File: config.mk
export PLATFORM = sky130hd
export DESIGN_NAME = partition_fit_allocator_core
export DESIGN_NICKNAME = d
export VERILOG_FILES = /design/src/pfa_pkg.sv /design/src/pfa_ctrl.sv /design/src/pfa_datapath.sv /design/src/partition_fit_allocator_core.sv
export SDC_FILE = /design/constraint.sdc
export NUM_CORES = 1
export LEC_CHECK = 0
export BUFFER_PORTS_ARGS = -buffer_cell sky130_fd_sc_hd__clkbuf_2
export CORE_MARGIN = 8
export CORE_UTILIZATION = 50
export DETAILED_ROUTE_END_ITERATION = 8
export PLACE_DENSITY = 0.63
export REMOVE_ABC_BUFFERS = 1
export SYNTH_ARGS = -nofsm -noshare
export SYNTH_HDL_FRONTEND = slang
export SYNTH_SLANG_ARGS = --single-unit
File: constraint.sdc
create_clock -name clock -period 18.7 [get_ports clock]
set_input_delay 3.74 -clock clock [delete_from_list [all_inputs] [get_ports clock]]
set_output_delay 3.74 -clock clock [all_outputs]
set_load 0.03 [all_outputs]
File: src/pfa_pkg.sv
// Shared constants, codes and control types for the partition fit allocator.
// Used by pfa_ctrl, pfa_datapath and partition_fit_allocator_core.
`default_nettype none

package pfa_pkg;

   // Table geometry.
   localparam int PARTITIONS = 64;
   localparam int SIZE_W     = 16;
   localparam int IDX_W      = $clog2(PARTITIONS);
   localparam int CNT_W      = $clog2(PARTITIONS + 1);

   // Fixed field widths of the ports.
   localparam int ACTION_W   = 1;
   localparam int PINDEX_W   = 6;
   localparam int AMOUNT_W   = 16;
   localparam int MODE_W     = 2;
   localparam int PCOUNT_W   = 7;
   localparam int CSR_ADDR_W = 1;
   localparam int CSR_DATA_W = 7;
   localparam int TDATA_W    = 24;

   // Item kinds.
   localparam logic [ACTION_W-1:0] ACT_LOAD  = 1'b0;
   localparam logic [ACTION_W-1:0] ACT_ALLOC = 1'b1;

   // Fit modes.
   localparam logic [MODE_W-1:0] MODE_FIRST = 2'd0;
   localparam logic [MODE_W-1:0] MODE_NEXT  = 2'd1;
   localparam logic [MODE_W-1:0] MODE_BEST  = 2'd2;
   localparam logic [MODE_W-1:0] MODE_WORST = 2'd3;

   // Register indexes.
   localparam logic [CSR_ADDR_W-1:0] CSR_FIT_MODE   = 1'b0;
   localparam logic [CSR_ADDR_W-1:0] CSR_PART_COUNT = 1'b1;

   // Commands from the controller to the datapath.
   typedef struct packed {
      logic capture;     // latch the accepted word, set up a scan
      logic load_write;  // write a loaded free size
      logic scan_issue;  // read one table entry and step the scan
      logic commit;      // write back the chosen entry, form the result
      logic out_push;    // move the result into the output register
   } ctl_cmd_type;

   // Status from the datapath to the controller.
   typedef struct packed {
      logic scan_done;   // every entry in use has been read
      logic out_free;    // output register can take a word this cycle
   } dp_status_type;

endpackage

`default_nettype wire

File: src/pfa_ctrl.sv
// Sequencing state machine of the partition fit allocator.
// Depends on pfa_pkg for the command and status structs.
`default_nettype none

module pfa_ctrl (
   input  wire logic                            clock,
   input  wire logic                            reset,
   input  wire logic                            req_tvalid,
   input  wire logic [pfa_pkg::ACTION_W-1:0]    req_tuser,
   output logic                                 req_tready,
   input  wire pfa_pkg::dp_status_type          status,
   output pfa_pkg::ctl_cmd_type                 cmd
);
   import pfa_pkg::*;

   localparam logic [2:0] S_IDLE   = 3'd0;
   localparam logic [2:0] S_LOAD   = 3'd1;
   localparam logic [2:0] S_SCAN   = 3'd2;
   localparam logic [2:0] S_COMMIT = 3'd3;
   localparam logic [2:0] S_DONE   = 3'd4;

   logic [2:0] state_ff;
   logic [2:0] state_in;

   always_comb begin
      state_in   = state_ff;
      cmd        = '0;
      req_tready = 1'b0;
      case (state_ff)
         S_IDLE: begin
            req_tready = 1'b1;
            if (req_tvalid) begin
               cmd.capture = 1'b1;
               state_in    = (req_tuser == ACT_ALLOC) ? S_SCAN : S_LOAD;
            end
         end
         S_LOAD: begin
            cmd.load_write = 1'b1;
            state_in       = S_DONE;
         end
         S_SCAN: begin
            // The last read is compared at the edge that leaves this state.
            if (status.scan_done) begin
               state_in = S_COMMIT;
            end else begin
               cmd.scan_issue = 1'b1;
            end
         end
         S_COMMIT: begin
            cmd.commit = 1'b1;
            state_in   = S_DONE;
         end
         S_DONE: begin
            if (status.out_free) begin
               cmd.out_push = 1'b1;
               state_in     = S_IDLE;
            end
         end
         default: begin
            state_in = S_IDLE;
         end
      endcase
   end

   always_ff @(posedge clock) begin
      if (reset) begin
         state_ff <= S_IDLE;
      end else begin
         state_ff <= state_in;
      end
   end

endmodule

`default_nettype wire

File: src/pfa_datapath.sv
// Free-size table, scan compare, next-fit pointer and output register.
// Depends on pfa_pkg; driven by the commands of pfa_ctrl.
`default_nettype none

module pfa_datapath (
   input  wire logic                             clock,
   input  wire logic                             reset,
   input  wire pfa_pkg::ctl_cmd_type             cmd,
   output pfa_pkg::dp_status_type                status,
   input  wire logic [pfa_pkg::MODE_W-1:0]       fit_mode,
   input  wire logic [pfa_pkg::PCOUNT_W-1:0]     part_count,
   input  wire logic [pfa_pkg::PINDEX_W-1:0]     in_part_index,
   input  wire logic [pfa_pkg::AMOUNT_W-1:0]     in_amount,
   output logic                                  rsp_tvalid,
   input  wire logic                             rsp_tready,
   output logic                                  out_ok,
   output logic [pfa_pkg::PINDEX_W-1:0]          out_chosen,
   output logic [pfa_pkg::AMOUNT_W-1:0]          out_remaining
);
   import pfa_pkg::*;

   logic [SIZE_W-1:0] mem [PARTITIONS];

   logic [CNT_W-1:0]    used_n;
   logic [PINDEX_W-1:0] pidx_ff;
   logic [SIZE_W-1:0]   amt_ff;
   logic [IDX_W-1:0]    addr_ff, addr_in;
   logic [CNT_W-1:0]    cnt_ff;
   logic [CNT_W-1:0]    addr_inc;
   logic [CNT_W-1:0]    best_inc;
   logic [IDX_W-1:0]    rover_ff;
   logic                rd_valid_ff;
   logic [SIZE_W-1:0]   rd_data_ff;
   logic [IDX_W-1:0]    rd_idx_ff;
   logic                found_ff;
   logic [IDX_W-1:0]    best_idx_ff;
   logic [SIZE_W-1:0]   best_val_ff;
   logic                take;
   logic                load_in_range;
   logic                wr_en;
   logic [IDX_W-1:0]    wr_addr;
   logic [SIZE_W-1:0]   wr_data;
   logic [SIZE_W-1:0]   left;
   logic                res_ok_ff;
   logic [PINDEX_W-1:0] res_idx_ff;
   logic [AMOUNT_W-1:0] res_rem_ff;
   logic                rsp_valid_ff;
   logic [PINDEX_W-1:0] rsp_idx_ff;
   logic [AMOUNT_W-1:0] rsp_rem_ff;
   logic                rsp_ok_ff;

   // Entries in use, saturated at the table depth.
   always_comb begin
      if (32'(part_count) > PARTITIONS) begin
         used_n = CNT_W'(PARTITIONS);
      end else begin
         used_n = CNT_W'(part_count);
      end
   end

   assign status.scan_done = (cnt_ff >= used_n);
   assign status.out_free  = !rsp_valid_ff || rsp_tready;

   assign addr_inc = CNT_W'(addr_ff) + CNT_W'(1);
   assign best_inc = CNT_W'(best_idx_ff) + CNT_W'(1);
   assign addr_in  = (addr_inc >= used_n) ? '0 : IDX_W'(addr_inc);

   // Scan order is ascending except for the wrap, so a later hit only wins
   // when it is strictly better; ties stay with the earlier entry.
   always_comb begin
      take = 1'b0;
      if (rd_valid_ff && (rd_data_ff >= amt_ff)) begin
         if (!found_ff) begin
            take = 1'b1;
         end else if (fit_mode == MODE_BEST && rd_data_ff < best_val_ff) begin
            take = 1'b1;
         end else if (fit_mode == MODE_WORST && rd_data_ff > best_val_ff) begin
            take = 1'b1;
         end
      end
   end

   assign load_in_range = (32'(pidx_ff) < PARTITIONS);
   assign left          = best_val_ff - amt_ff;

   always_comb begin
      wr_en   = 1'b0;
      wr_addr = best_idx_ff;
      wr_data = left;
      if (cmd.load_write) begin
         wr_en   = load_in_range;
         wr_addr = IDX_W'(pidx_ff);
         wr_data = amt_ff;
      end else if (cmd.commit) begin
         wr_en   = found_ff;
      end
   end

   always_ff @(posedge clock) begin
      if (wr_en) begin
         mem[wr_addr] <= wr_data;
      end
      if (cmd.scan_issue) begin
         rd_data_ff <= mem[addr_ff];
      end
   end

   // Item and scan registers.
   always_ff @(posedge clock) begin
      rd_idx_ff <= addr_ff;
      if (cmd.capture) begin
         pidx_ff <= in_part_index;
         amt_ff  <= SIZE_W'(in_amount);
      end
      if (take) begin
         best_idx_ff <= rd_idx_ff;
         best_val_ff <= rd_data_ff;
      end
      if (cmd.load_write) begin
         res_idx_ff <= load_in_range ? pidx_ff : '0;
         res_rem_ff <= load_in_range ? AMOUNT_W'(amt_ff) : '0;
      end else if (cmd.commit) begin
         res_idx_ff <= found_ff ? PINDEX_W'(best_idx_ff) : '0;
         res_rem_ff <= found_ff ? AMOUNT_W'(left) : '0;
      end
      if (cmd.out_push) begin
         rsp_ok_ff  <= res_ok_ff;
         rsp_idx_ff <= res_idx_ff;
         rsp_rem_ff <= res_rem_ff;
      end
   end

   always_ff @(posedge clock) begin
      if (reset) begin
         addr_ff      <= '0;
         cnt_ff       <= '0;
         rover_ff     <= '0;
         rd_valid_ff  <= 1'b0;
         found_ff     <= 1'b0;
         res_ok_ff    <= 1'b0;
         rsp_valid_ff <= 1'b0;
      end else begin
         rd_valid_ff <= cmd.scan_issue;
         if (cmd.capture) begin
            cnt_ff   <= '0;
            found_ff <= 1'b0;
            if (fit_mode == MODE_NEXT && CNT_W'(rover_ff) < used_n) begin
               addr_ff <= rover_ff;
            end else begin
               addr_ff <= '0;
            end
         end else begin
            if (cmd.scan_issue) begin
               cnt_ff  <= cnt_ff + CNT_W'(1);
               addr_ff <= addr_in;
            end
            if (take) begin
               found_ff <= 1'b1;
            end
         end
         if (cmd.load_write) begin
            res_ok_ff <= load_in_range;
            if (load_in_range) begin
               rover_ff <= '0;
            end
         end else if (cmd.commit) begin
            res_ok_ff <= found_ff;
            if (found_ff && fit_mode == MODE_NEXT) begin
               rover_ff <= (best_inc >= used_n) ? '0 : IDX_W'(best_inc);
            end
         end
         if (cmd.out_push) begin
            rsp_valid_ff <= 1'b1;
         end else if (rsp_tready) begin
            rsp_valid_ff <= 1'b0;
         end
      end
   end

   assign rsp_tvalid    = rsp_valid_ff;
   assign out_ok        = rsp_ok_ff;
   assign out_chosen    = rsp_idx_ff;
   assign out_remaining = rsp_rem_ff;

endmodule

`default_nettype wire

File: src/partition_fit_allocator_core.sv
// Partition fit allocator top level: configuration registers, controller and datapath (pfa_pkg).
// A load word passes through the load and done states; an allocate word scans the N
// partitions in use, then passes through the commit and done states.
// A new word is taken only once the last one has moved to the output register; the single
// table read port scans one entry per cycle.
// Reset is synchronous: fit mode 0, count 1, next-fit pointer 0; the table is not cleared.
`default_nettype none

module partition_fit_allocator_core (
   input  wire logic                                clock,
   input  wire logic                                reset,
   // Request channel.
   input  wire logic                                req_tvalid,
   output logic                                     req_tready,
   input  wire logic [pfa_pkg::TDATA_W-1:0]         req_tdata,  // part_index[5:0], amount[21:6], rest ignored
   input  wire logic [pfa_pkg::ACTION_W-1:0]        req_tuser,  // action[0]
   // Response channel.
   output logic                                     rsp_tvalid,
   input  wire logic                                rsp_tready,
   output logic [pfa_pkg::TDATA_W-1:0]              rsp_tdata,  // chosen[5:0], remaining[21:6], zero
   output logic                                     rsp_tuser,  // ok[0]
   // Configuration write port.
   input  wire logic                                csr_we,
   input  wire logic [pfa_pkg::CSR_ADDR_W-1:0]      csr_addr,
   input  wire logic [pfa_pkg::CSR_DATA_W-1:0]      csr_wdata
);
   import pfa_pkg::*;

   logic [MODE_W-1:0]   fit_mode_ff;
   logic [PCOUNT_W-1:0] part_count_ff;
   ctl_cmd_type         cmd;
   dp_status_type       status;
   logic                out_ok;
   logic [PINDEX_W-1:0] out_chosen;
   logic [AMOUNT_W-1:0] out_remaining;

   // Configuration registers. The user writes them only while the block is idle (not enforced
   // by the block itself), so the scan sees stable values for the whole of an item.
   always_ff @(posedge clock) begin
      if (reset) begin
         fit_mode_ff   <= MODE_FIRST;
         part_count_ff <= PCOUNT_W'(1);
      end else if (csr_we) begin
         case (csr_addr)
            CSR_FIT_MODE:   fit_mode_ff   <= MODE_W'(csr_wdata);
            CSR_PART_COUNT: part_count_ff <= PCOUNT_W'(csr_wdata);
            default: begin
            end
         endcase
      end
   end

   // The controller walks each word through load or scan-and-commit, then
   // hands the result to the output register in the datapath.
   pfa_ctrl u_ctrl (
      .clock      (clock),
      .reset      (reset),
      .req_tvalid (req_tvalid),
      .req_tuser  (req_tuser),
      .req_tready (req_tready),
      .status     (status),
      .cmd        (cmd)
   );

   // The datapath keeps the table, runs the fit compare on each read entry and
   // holds the result until the response side takes it.
   pfa_datapath u_datapath (
      .clock         (clock),
      .reset         (reset),
      .cmd           (cmd),
      .status        (status),
      .fit_mode      (fit_mode_ff),
      .part_count    (part_count_ff),
      .in_part_index (req_tdata[PINDEX_W-1:0]),
      .in_amount     (req_tdata[PINDEX_W +: AMOUNT_W]),
      .rsp_tvalid    (rsp_tvalid),
      .rsp_tready    (rsp_tready),
      .out_ok        (out_ok),
      .out_chosen    (out_chosen),
      .out_remaining (out_remaining)
   );

   // Pack the response word, padding the top bits with zeros.
   assign rsp_tdata = {(TDATA_W - PINDEX_W - AMOUNT_W)'(0), out_remaining, out_chosen};
   assign rsp_tuser = out_ok;

endmodule

`default_nettype wire
==> results.py, run 1 <==
metrics = {
    "outcome": {
        "outcome": "finished clean",
    },
    "critical_path": {
        "critical_path_class": "register to primary output",
        "crit_end": "req_tready",
        "r2r_start": "u_datapath.addr_ff[2]$_SDFFE_PP0P_",
        "crit_path_start_kind": "register",
        "max_stage_delay_ps": 420,
        "crit_chain": "nor3_1 > clkbuf_2",
        "crit_arrival_ps": 1600,
        "crit_slowest_cell": "dfxtp_1",
        "rrSetupSlack_ps": 14000,
        "cp-startpoint": "u_ctrl.state_ff[1]$_SDFFE_PP0P_",
        "reg2reg_depth": 6,
        "end_kind": "primary output",
        "r2r-end": "u_datapath.rd_data_ff[2]$_DFFE_PP_",
        "cp.required_ps": 14960,
        "cp_max_fo": 11,
    },
    "cts": {
        "root_buffer": "clkbuf_16",
        "cts_htree_levels": 3,
        "cts_inserted_buffers": 114,
        "holdBufCountCts": 0,
        "post_cts_resized": 0,
        "clockBufferDepth": 3,
        "clk_latency_ps": 690,
        "path_clk_slew_ps": 60,
        "cts_sinks": 1170,
        "cts_tree": "yes",
        "postCtsSetupBuffers": 0,
    },
    "floorplanning": {
        "fp.dieW_um": 321.8,
        "design.die.area_um2": 103600,
        "ios": 65,
        "die_y_um": 321.8,
        "start_util_pct": 50.26,
        "rows": 112,
        "coreArea_um2": 93050,
    },
    "finish": {
        "fin_nets": 2566,
        "syn_to_final_growth_pct": 12.62,
        "num_antenna_cells": 0,
        "n_fill_cell": 6866,
        "most-common-layout-cells": "edfxtp_1 (1129), mux4_2 (320), clkbuf_16 (117)",
        "final_area_um2": 52670,
        "drive_above_1_share_pct": 26.40,
        "final_common_cell": "edfxtp_1",
        "utilization_pct": 56.60,
    },
    "sta": {
        "setup_viol": 0,
        "tns_ps": 0,
        "slew-limit-headroom_pct": 10.25,
        "finalHoldViolCount": 0,
        "report.final.slew_viol_count": 0,
        "max_freq_mhz": 187.2,
        "fin_crit_sh_pct": 28.56,
        "min_period_ps": 5341,
        "fin_skew_ps": 21.39,
        "rsz0062_at_grt": "no",
        "worst_slew_pin_slew_ps": 1346,
    },
    "pwr": {
        "vdd_drop_max_mv": 0.06906,
        "power_density_nw_per_um2": 132.4,
        "power_mw": 6.973,
        "p_leak_nw": 16.76,
    },
    "yosys": {
        "synth_top_cell_area_share_pct": 72.50,
        "avgSynthCellArea_um2": 20.46,
        "synth_edf_count": 1129,
        "synth_area_um2": 46760,
        "syn_inst": 2286,
        "synthArstFlopShare_pct": 0,
        "synth_warnings": 0,
        "synthFlopType": "edfxtp_1",
        "synth.largest_area_cell": "edfxtp_1",
        "ys_ff_latch": 1170,
        "synth_area_leaders": "edfxtp_1 (72%), mux4_2 (15%), ha_1 (2.0%)",
        "yosysSeqAreaShare_pct": 74.25,
        "netlist-cell-type-count": 66,
    },
    "hold_path": {
        "min_path_type": "register to register",
        "min_path_cells": 0,
    },
    "grt": {
        "grt_max_degree": 114,
        "grt_first_pass_wirelength_mm": 154.1,
        "first_global_vias": 23396,
        "overflow": 0,
        "track_usage_pct": 20.25,
        "grt_antenna_before_repair": 0,
    },
    "run": {
        "cap_viol_max_count": 0,
    },
    "routing": {
        "wl_per_cell_um": 27.69,
        "drt_iter0_markers": 2298,
        "dr.pass1.iters": 7,
        "drt-total-wl_mm": 105.3,
        "vias": 22783,
        "via_per_inst": 5.991,
        "drc": 0,
        "antenna_left": 0,
    },
    "place": {
        "portBuffers": 60,
        "gp_congestion": 0.8535,
        "post_dp_cell_area_um2": 49030,
        "hpwl_mm": 59.73,
    },
}
## layout make-up
| cell class | instances | area, µm² | area share (%) |
|---|---|---|---|
| Multi-Input combinational cell | 964 | 11510 | 21.86 |
| Timing Repair Buffer | 154 | 1031 | 1.958 |
| Inverter | 47 | 176.4 | 0.3350 |
| Clock buffer | 146 | 3047 | 5.785 |
| Sequential cell | 1170 | 34740 | 65.96 |
| Tap cell | 1254 | 1569 | 2.979 |
| Clock inverter | 68 | 591.8 | 1.124 |
## synthesized netlist by cell type (all sizes together), types with 3 or more instances
cell / count
edfxtp: 1129
mux4: 320
nor2: 112
nand2: 90
ha: 76
buf: 57
a21oi: 53
clkbuf: 49
inv: 47
dfxtp: 41
o21ai: 40
nand3: 36
a22oi: 32
nand2b: 21
nor2b: 19
a21o: 15
a211oi: 13
nor3: 13
xnor2: 11
mux2i: 10
a22o: 8
and3: 6
nand3b: 6
nand4: 6
xor2: 6
or2: 5
a2111oi: 4
a311oi: 4
o21a: 4
or3: 4
and4: 3
nor3b: 3
o211ai: 3
or4: 3
## through the flow
| stage | worst slack [ps] | hold slack [ps] | cells |
|---|---|---|---|
| 6_report | 13360 | 402.5 | 3803 |
| 5_1_grt | 13270 | 409.8 | 3803 |
| 4_1_cts | 13330 | 403.0 | 3803 |
| 3_5_place_dp | 13250 | 388.7 | 3589 |
| 3_3_place_gp | 13380 | 385.5 | 3589 |
| 2_1_floorplan | 5810 | 385.5 | 2181 |
## cell families after synthesis
kind of cell / after synthesis / share of synthesized area (%)
AO/OA/AOI/OAI: 199 / 2.796
XOR/XNOR: 17 / 0.3184
adder cells (fa/ha/maj): 77 / 2.076
buffers and inverters: 153 / 1.480
flip-flops: 1170 / 74.25
multiplexers: 332 / 15.69
other: 1 / 0.008019
AND/OR/NAND/NOR: 337 / 3.379
## worst max-delay path, delay by kind of cell, from the launching register on
family        cells  cell delay (ps)
buf+inv           1              250
simple gates      1              230
flops             1              420
## worst min path at each step
stage,from,to,slack (ps)
after detailed placement,u_datapath.rd_idx_ff[0]$_DFF_P_,u_datapath.best_idx_ff[0]$_DFFE_PP_,390
after CTS,u_datapath.rd_idx_ff[3]$_DFF_P_,u_datapath.best_idx_ff[3]$_DFFE_PP_,400
after floorplan,u_datapath.rd_idx_ff[0]$_DFF_P_,u_datapath.best_idx_ff[0]$_DFFE_PP_,390
after global placement,u_datapath.rd_idx_ff[3]$_DFF_P_,u_datapath.best_idx_ff[3]$_DFFE_PP_,390
final,u_datapath.rd_idx_ff[3]$_DFF_P_,u_datapath.best_idx_ff[3]$_DFFE_PP_,400
after global routing,u_datapath.rd_idx_ff[2]$_DFF_P_,u_datapath.best_idx_ff[2]$_DFFE_PP_,410
## per-layer routing
layer  global-route usage (%)  wire length, µm  vias up
met1                    27.65            43080    11989
met5                        0                0        -
met2                    33.58            52130      864
met4                    5.760             2400        0
li1                         -                -     9789
met3                    3.755             7685      141
## where the power goes
part / leakage [nW] / switching [mW] / internal (mW)
logic: 4.46 / 0.855 / 0.570
clock network: 1.79 / 0.956 / 1.27
registers: 10.5 / 0.0966 / 3.22
## state kept, by name (all words and copies together), names as in the netlist
register,flops
u_datapath.mem,1024
u_datapath.amt_ff,16
u_datapath.best_val_ff,16
u_datapath.out_remaining,16
u_datapath.rd_data_ff,16
u_datapath.res_rem_ff,16
part_count_ff,7
u_datapath.cnt_ff,7
u_datapath.addr_ff,6
u_datapath.best_idx_ff,6
u_datapath.out_chosen,6
u_datapath.pidx_ff,6
u_datapath.rd_idx_ff,6
u_datapath.res_idx_ff,6
u_datapath.rover_ff,6
u_ctrl.state_ff,3
fit_mode_ff,2
u_datapath.found_ff,1
u_datapath.out_ok,1
u_datapath.rd_valid_ff,1
u_datapath.res_ok_ff,1
u_datapath.rsp_tvalid,1
Note: power is estimated with default switching activity, not from simulation.
==> inputs of run 2 (changes only) <==
--- a/config.mk
+++ b/config.mk
@@ -9,7 +9,7 @@
 export CORE_MARGIN = 8
 export CORE_UTILIZATION = 50
 export DETAILED_ROUTE_END_ITERATION = 8
-export PLACE_DENSITY = 0.63
+export PLACE_DENSITY = 0.65
 export REMOVE_ABC_BUFFERS = 1
 export SYNTH_ARGS = -nofsm -noshare
 export SYNTH_HDL_FRONTEND = slang
==> constraint.sdc (replaced) <==
create_clock -name clock -period 4.45 [get_ports clock]
set_input_delay 0.89 -clock clock [delete_from_list [all_inputs] [get_ports clock]]
set_output_delay 0.89 -clock clock [all_outputs]
set_load 0.03 [all_outputs]
==> run 2 against run 1 <==
  * Clock power rose to 4.2 times the previous value
  * Sequential cell count unchanged
  * Sequential power rose to 4.2 times the previous value
  * Critical endpoint is now u_datapath.mem[48][10]$_DFFE_PP_
  * Highest routed layer unchanged
  * Power grew to 4.2 times the previous value
  * Combinational power rose to 4.4 times the previous value
  * Non-clock buffer count grew 16
  * Count of clock-buffer cells in the layout decreased by 3
  * Sequential share of layout area decreased by 0.31 points
  * Via count rose by 0.94%
==> results.py, run 2 (synthesized netlist as in run 1, its figures left out) <==
metrics = {
    "outcome": {
        "outcome": "finished clean",
    },
    "routing": {
        "dr.pass1.iters": 9,
        "antenna_left": 0,
        "wl_per_cell_um": 27.41,
        "via_per_inst": 6.043,
        "vias": 22998,
        "drc": 0,
        "drt_iter0_markers": 2414,
        "drt-total-wl_mm": 104.3,
    },
    "finish": {
        "multi_input_area_um2": 11510,
        "num_antenna_cells": 0,
        "largest_register_ff_count": 1024,
        "final_area_um2": 52910,
        "utilization_pct": 56.87,
        "regArea_um2": 34740,
        "n_fill_cell": 6777,
        "drive_above_1_share_pct": 26.61,
        "fin_nets": 2582,
        "top_register": "u_datapath.mem",
        "syn_to_final_growth_pct": 13.15,
        "final_common_cell": "edfxtp_1",
        "most-common-layout-cells": "edfxtp_1 (1129), mux4_2 (320), clkbuf_16 (116)",
        "final_cells": 3806,
    },
    "place": {
        "gp_congestion": 0.8698,
        "post_dp_cell_area_um2": 49300,
        "portBuffers": 60,
        "pre_cts_ws_ps": 556.4,
        "dp.cells": 3605,
        "hpwl_mm": 61.85,
    },
    "critical_path": {
        "cp.required_ps": 4810,
        "cp_max_fo": 64,
        "end_kind": "register",
        "crit_slowest_cell": "a211oi_1",
        "crit_arrival_ps": 4400,
        "crit_chain": "inv_1 > ha_1 > inv_1 > fa_1 > a21o_1 > a21oi_1 > o21ai_0 > a211oi_1 > xor2_1 > o21ai_4 > buf_4",
        "crit_path_start_kind": "register",
        "critical_path_class": "register to register",
        "cpMostUsedCell": "inv_1",
        "max_stage_delay_ps": 800,
    },
    "cts": {
        "post_cts_resized": 0,
        "cts_sinks": 1170,
        "cts_htree_levels": 3,
        "clockBufferDepth": 3,
        "holdBufCountCts": 0,
        "cts_tree": "yes",
        "postCtsSetupBuffers": 0,
        "path_clk_slew_ps": 60,
        "root_buffer": "clkbuf_16",
        "cts_inserted_buffers": 114,
        "clk_latency_ps": 680,
    },
    "hold_path": {
        "min_path_type": "primary input to register",
    },
    "grt": {
        "grt_first_pass_wirelength_mm": 155.2,
        "grt_antenna_before_repair": 1,
        "grt_max_degree": 66,
        "track_usage_pct": 20.26,
        "overflow": 0,
        "first_global_vias": 23697,
    },
    "sta": {
        "worst_slew_pin_slew_ps": 1282,
        "fin_skew_ps": 26.11,
        "rsz0062_at_grt": "no",
        "setup_viol": 0,
        "slew-limit-headroom_pct": 14.22,
        "tns_ps": 0,
        "report.final.slew_viol_count": 0,
        "fin_ws_ps": 413.4,
        "fin_crit_sh_pct": 90.71,
        "max_freq_mhz": 247.7,
        "finalHoldViolCount": 0,
        "holdWs_ps": 387.8,
        "min_period_ps": 4037,
    },
    "pwr": {
        "comb_power_share_pct": 21.3,
        "p_sw_share_pct": 27.08,
        "p_leak_nw": 16.87,
        "p_seq_share_pct": 46.9,
        "internal-power_mw": 21.52,
        "clkPwrFrac_pct": 31.8,
        "power_mw": 29.51,
        "vdd_drop_max_mv": 0.3769,
        "p_switching_mw": 7.993,
        "power_density_nw_per_um2": 557.8,
    },
    "run": {
        "cap_viol_max_count": 0,
    },
    "floorplanning": {
        "start_util_pct": 50.26,
        "rows": 112,
        "coreArea_um2": 93050,
        "design.die.area_um2": 103600,
        "ios": 65,
        "die_y_um": 321.8,
        "fp.dieW_um": 321.8,
    },
}
## run 2: cell count changes in the layout (fill, tap and decap cells not counted), sizes merged
cell	previous run	this run
buf	94	110
bufinv	9	12
clkbuf	206	203
clkinv	52	42
clkinvlp	3	2
inv	51	49
## run 2: power groups by stage
stage	Sequential [mW]	Combinational, mW	Clock (mW)
floorplan	14.5	3.87	0
detailed placement	14.1	6.33	0
global route	13.9	6.76	9.96
finish	13.8	6.28	9.40
CTS	13.8	6.36	9.56
global placement	14.1	6.12	0
## run 2: critical path, delay by kind of cell, from the launching register on
| kind | cells | cell delay, ps |
|---|---|---|
| buffers and inverters | 3 | 680 |
| adders and majority gates | 2 | 570 |
| DFF | 1 | 390 |
| AOI/OAI and AO/OA | 5 | 1690 |
| xor gates and xnor gates | 1 | 290 |
## run 2: routing by layer
metal / wire length [µm] / global-route usage, % / vias to the layer above
met3: 8137 / 3.636 / 155
li1: - / - / 9800
met5: 0 / 0 / -
met1: 42240 / 27.76 / 12139
met2: 51610 / 33.77 / 904
met4: 2351 / 5.383 / 0
## run 2: final cells by class
| type | instances | area share [%] |
|---|---|---|
| Sequential cell | 1170 | 65.65 |
| Multi-Input combinational cell | 964 | 21.76 |
| Clock buffer | 143 | 5.715 |
| Tap cell | 1254 | 2.965 |
| Timing Repair Buffer | 170 | 2.459 |
| Clock inverter | 58 | 1.114 |
| Inverter | 47 | 0.3334 |
## run 2: final timing paths
check	cells past startpoint	startpoint	to	slack (ps)
worst max-delay path	11	u_datapath.best_val_ff[0]$_DFFE_PP_	u_datapath.mem[48][10]$_DFFE_PP_	410
worst min-delay path	1	req_tdata[15]	u_datapath.amt_ff[9]$_DFFE_PP_	390
worst max register to register	11	u_datapath.best_val_ff[0]$_DFFE_PP_	u_datapath.mem[48][10]$_DFFE_PP_	410
worst min register to register	0	u_datapath.rd_idx_ff[1]$_DFF_P_	u_datapath.best_idx_ff[1]$_DFFE_PP_	400
